==> config.mk <==
export PLATFORM = sky130hd
export DESIGN_NAME = msam_ctrl
export DESIGN_NICKNAME = d
export VERILOG_FILES = /design/src/design/msam_pkg.sv /design/src/design/msam_ctrl.sv
export SDC_FILE = /design/constraint.sdc
export NUM_CORES = 1
export LEC_CHECK = 0
export BUFFER_PORTS_ARGS = -buffer_cell sky130_fd_sc_hd__buf_2
export CORE_AREA = 2 2 39 41
export CTS_BUF_LIST = sky130_fd_sc_hd__clkbuf_4
export CTS_CLUSTER_DIAMETER = 100
export DETAILED_ROUTE_END_ITERATION = 6
export DIE_AREA = 0 0 41 43
export HOLD_SLACK_MARGIN = 0.1
export SLEW_MARGIN = 5
export SYNTH_ARGS = -nofsm -noshare
export SYNTH_HDL_FRONTEND = slang
export SYNTH_SLANG_ARGS = --single-unit
==> constraint.sdc <==
create_clock -name aclk -period 1.3 [get_ports aclk]
set_clock_uncertainty 0.2 [all_clocks]
set_input_delay 0.26 -clock aclk [delete_from_list [all_inputs] [get_ports aclk]]
set_output_delay 0.26 -clock aclk [all_outputs]
set_load 0.05 [all_outputs]
==> src/design/msam_pkg.sv <==
package msam_pkg;

    localparam int SAMPLE_W = 16;
    localparam int STREAM_W = 3;
    localparam int MASK_W   = 8;
    localparam int ACTIVE_W = 4;
    localparam int LIMIT_W  = 11;
    localparam int CFG_IDX_W = 8;
    localparam int CFG_DAT_W = 11;

    localparam logic CMD_PUSH = 1'b0;
    localparam logic CMD_TICK = 1'b1;

    localparam logic KIND_ACK = 1'b0;
    localparam logic KIND_MIX = 1'b1;

    localparam logic [CFG_IDX_W-1:0] CFG_ACTIVE = 8'd0;
    localparam logic [CFG_IDX_W-1:0] CFG_LIMIT  = 8'd1;

    localparam logic [ACTIVE_W-1:0] ACTIVE_RST = 4'd8;
    localparam logic [LIMIT_W-1:0]  LIMIT_RST  = 11'd512;

    typedef struct packed {
        logic load;
        logic push;
        logic pop;
        logic trim;
        logic emit;
    } dp_cmd_t;

    typedef struct packed {
        logic none_active;
        logic last_stream;
        logic out_free;
    } dp_stat_t;

endpackage

==> src/design/msam_ctrl.sv <==
module msam_ctrl (
    input  logic              aclk,
    input  logic              aresetn,
    input  logic              in_valid,
    input  logic              in_cmd,
    output logic              in_ready,
    output msam_pkg::dp_cmd_t cmd,
    input  msam_pkg::dp_stat_t stat
);
    import msam_pkg::*;

    localparam logic [2:0] S_IDLE = 3'd0;
    localparam logic [2:0] S_PUSH = 3'd1;
    localparam logic [2:0] S_POP  = 3'd2;
    localparam logic [2:0] S_TRIM = 3'd3;
    localparam logic [2:0] S_DONE = 3'd4;

    logic [2:0] state_reg;
    logic [2:0] state_next;

    always_ff @(posedge aclk) begin
        if (!aresetn) begin
            state_reg <= S_IDLE;
        end else begin
            state_reg <= state_next;
        end
    end

    always_comb begin
        state_next = state_reg;
        cmd        = '0;
        in_ready   = 1'b0;
        unique case (state_reg)
            S_IDLE: begin
                in_ready = 1'b1;
                if (in_valid) begin
                    cmd.load = 1'b1;
                    if (in_cmd == CMD_PUSH) begin
                        state_next = S_PUSH;
                    end else if (stat.none_active) begin
                        state_next = S_DONE;
                    end else begin
                        state_next = S_POP;
                    end
                end
            end
            S_PUSH: begin
                cmd.push   = 1'b1;
                state_next = S_DONE;
            end
            S_POP: begin
                cmd.pop    = 1'b1;
                state_next = S_TRIM;
            end
            S_TRIM: begin
                cmd.trim   = 1'b1;
                state_next = stat.last_stream ? S_DONE : S_POP;
            end
            S_DONE: begin
                if (stat.out_free) begin
                    cmd.emit   = 1'b1;
                    state_next = S_IDLE;
                end
            end
            default: begin
                state_next = S_IDLE;
            end
        endcase
    end

endmodule

# [Yosys cells after proc, flatten, opt, wreduce, memory -nomap -nowiden]
# Cells that the tools add are included.
[word_totals] regBits=3 inputBits=7 wordCells=23
[classes] n_eq_ne=6 muxes=14 reduce_logical=2
[ops] op="$mux 3" n=5
[ops] op="$pmux 3 s5" n=1
[ops] op="$mux 1" n=8
[ops] op="$eq 3x2->1 const B" n=2
[ops] op="$ne 2x2->1 const B" n=2
[ops] op="$eq 3x1->1 const B" n=1
[ops] op="$eq 3x3->1 const B" n=1
[ops] op="$logic_not 3->1" n=1
[ops] op="$reduce_and 2->1" n=1

# [Longest topological paths before layout]
[depth] depth_word=4 depth_mapped=4 ltp_nobuf=3

# [Least setup slack after synthesis]
# No wires, ideal clock.
[synth_path] kind="register to output" start="register state_reg[0]" end="output cmd[4] in the netlist's numbering" arrival_time_ns=1.638 required_time_ns=0.840 setup_slack_ns=-0.798 path_stages_with_launch=4 path_buffers=1 cell_sequence="dfxtp_1 buf_2 nor3_2 and2_1"
[synth_rtl] element="start, declared" line="msam_ctrl.sv:18" rtl="logic [2:0] state_reg;"
[synth_rtl] element="start signal, assigned" line="msam_ctrl.sv:25" rtl="state_reg <= state_next;"
[synth_rtl] element="end, declared" line="msam_ctrl.sv:7" rtl="output msam_pkg::dp_cmd_t cmd,"

==> flow_summary.json <==
{
  "numCtsBuffers": 3,
  "crit_slowest_cell": "dfxtp_2",
  "htreeDepth": 1,
  "cp_max_fo": 6,
  "maxCapViolCount": 0,
  "cp-endpoint": "cmd[4]",
  "rr_startpoint": "state_reg[1]$_SDFFE_PN0P_",
  "post-route-drc-count": 0,
  "clock-sinks": 3,
  "area_growth_pct": 144,
  "ff2ff_path_depth": 4,
  "first_iter_violations": 3,
  "chipHeight_um": 43,
  "syn_inst": 24,
  "fin_crit_sh_pct": 120,
  "post-dp-hpwl_um": 440,
  "ios": 13,
  "die-area_um2": 1760,
  "cp-start-kind": "flip-flop",
  "syn_nets": 31,
  "port_buffers": 12,
  "first_pass_iters": 3,
  "fin_setup_tns_ns": -1.36,
  "yosysTopAreaCell": "dfxtp_1",
  "initial_core_util_pct": 14.3,
  "grt_max_degree": 8,
  "hold_viol_final": 0,
  "worstPathCellList": "nor3_4 -> and2_4 -> buf_8",
  "endpoint_kind": "primary output",
  "setup_ws_ns": -0.256,
  "synth_area_leaders": "dfxtp_1 30%, nor2_1 7.6%, nor3b_1 7.6%, nand2b_4 7.0%, nor3_2 5.1%",
  "power.density_nw_per_um2": 1030,
  "min_path_type": "in2reg",
  "syn_avg_cell_area_um2": 8.24,
  "fin_crit_ns": 1.56,
  "post_route_cells_drive_above_1_share_pct": 73.5,
  "violations": "negative setup slack",
  "drv_slew": 0,
  "die_w_um": 41,
  "rows": 14,
  "crit_type": "reg2out",
  "grt_antenna_before_repair": 0,
  "synth-seq-area-share_pct": 30.4,
  "r2r_slack_ns": 0.12,
  "setup_viol": 6,
  "clock_latency_ns": 0.24,
  "tightest_slew_ns": 0.223,
  "crit_start": "state_reg[0]$_SDFFE_PN0P_",
  "place.gp.congestion": 0.724,
  "overflow": 0,
  "yosys.cell_types.count": 18,
  "root_buffer": "clkbuf_4",
  "ys_ff_latch": 3,
  "ir_drop_mv": 0.410,
  "cts.clk_slew.worst_paths_ns": 0.04,
  "power.total_mw": 0.499,
  "n_antenna_cell": 0,
  "clockBufferDepth": 2,
  "grt_pass1_vias": 279,
  "vias": 277,
  "yosysTopAreaCellShare_pct": 30.4,
  "rsz0062_at_grt": "yes",
  "max_slew_margin_pct": 84.9,
  "status": "finished with violations",
  "dp_cells": 57,
  "nNetsFinal": 57,
  "path_delay_family": "simple AND/OR/NAND/NOR gates",
  "routedWlPerCell_um": 9.38,
  "worst-path-buf-inv": 1,
  "grt_pass1_wl_um": 966,
  "mappedNetlistArea_um2": 198,
  "reg2reg_to": "state_reg[2]$_SDFFE_PN0P_",
  "core-area_um2": 1380,
  "ant_nets": 0,
  "critPathArrivalTime_ns": 1.10,
  "totalWireLength_um": 610,
  "layout.cells.non_filler": 65,
  "crit_cells": 3,
  "cellLeakagePower_nw": 0.219,
  "track_usage_pct": 8.82,
  "worst_path_largest_cell_delay_ns": 0.35,
  "viasPerCell": 4.26,
  "yosysWarnings": 0,
  "cts_tree": "yes",
  "max_freq_mhz": 643,
  "cp.required_ns": 0.84,
  "num-fill-cells": 145,
  "largest_register_ffs": 3
}
[cell type report]
class	instances	area [µm²]	area share, %
clock buffer	4	30.0	6.22
sequential	3	68.8	14.2
timing repair buffer	22	194	40.2
multi-input combinational	18	163	33.7
inverter	2	7.51	1.55
tap	16	20.0	4.15
[metal layers]
| metal | global-route usage [%] | up-vias | routed length [µm] |
|---|---|---|---|
| met4 | 10.0 | 0 | 20 |
| met3 | 3.14 | 2 | 26 |
| met2 | 14.7 | 10 | 330 |
| met1 | 6.39 | 128 | 232 |
| li1 | - | 137 | - |
| met5 | 0 | - | 0 |
[worst reg2reg max path: cells and delay by family (launching register included)]
family | cells | cell delay (ns)
buffers and inverters | 2 | 0.20
AO/OA/AOI/OAI | 2 | 0.28
flip-flops | 1 | 0.38
[per-stage QoR]
stage	hold WS (ns)	cell area, µm²	utilization (%)	setup slack (ns)
2_1_floorplan	0.187	234	-	-0.368
5_1_grt	0.150	483	34.9	-0.305
3_5_place_dp	0.342	352	25.4	-0.164
6_report	0.132	483	34.9	-0.256
4_1_cts	0.113	449	32.5	-0.275
3_3_place_gp	0.340	352	25.4	-0.140
[cell usage in the layout, fill, tap and decap left out, drive strengths merged]
| master | synthesis | final |
|---|---|---|
| nand4b | 1 | 1 |
| and3 | 1 | 1 |
| and2 | 1 | 1 |
| nor4b | 1 | 1 |
| a21oi | 1 | 1 |
| nor3b | 2 | 2 |
| nor2 | 4 | 4 |
| o31ai | 1 | 1 |
| a41oi | 1 | 1 |
| a21boi | 1 | 1 |
| nor3 | 2 | 2 |
| nand2b | 1 | 1 |
| inv | 2 | 2 |
| a31oi | 1 | 1 |
| dfxtp | 3 | 3 |
| dlygate4sd3 | 0 | 3 |
| buf | 1 | 19 |
| clkbuf | 0 | 4 |
[worst min path at each step]
stage / from / to / slack [ns] / depth (start not counted)
finish: in_valid / state_reg[1]$_SDFFE_PN0P_ / 0.13 / 3
global route: in_valid / state_reg[1]$_SDFFE_PN0P_ / 0.15 / 3
CTS: in_valid / state_reg[1]$_SDFFE_PN0P_ / 0.11 / 3
detailed placement: aresetn / state_reg[1]$_SDFFE_PN0P_ / 0.34 / 3
global placement: in_cmd / state_reg[1]$_SDFFE_PN0P_ / 0.34 / 3
floorplan: aresetn / state_reg[1]$_SDFFE_PN0P_ / 0.19 / 2
[cells in the mapped netlist]
cell type,instances
a21boi_0,1
a21oi_1,1
a31oi_1,1
a41oi_1,1
and2_1,1
and3_2,1
buf_2,1
dfxtp_1,3
inv_1,1
inv_2,1
nand2b_4,1
nand4b_1,1
nor2_1,4
nor3_1,1
nor3_2,1
nor3b_1,2
nor4b_1,1
o31ai_1,1
[where the power goes]
group / leakage (nW) / internal, mW / total [mW] / switching, mW
combinational: 0.174 / 0.0984 / 0.194 / 0.0952
sequential: 0.0264 / 0.0989 / 0.114 / 0.0151
clock: 0.0184 / 0.136 / 0.192 / 0.0556
[logic make-up after synthesis]
family / Yosys count / share of synthesized area (%)
buf+inv: 3 / 6.32
flops: 3 / 30.4
simple gates: 13 / 45.6
compound gates: 5 / 17.7
[timing repair]
action,in CTS,in global routing
pin swaps,2,1
buffers inserted,0,1
gates resized for setup,13,9
setup endpoints to repair,6,7
hold buffers,3,0
endpoints found under the hold margin,2,0
Note: power is estimated with default switching activity, not from simulation.
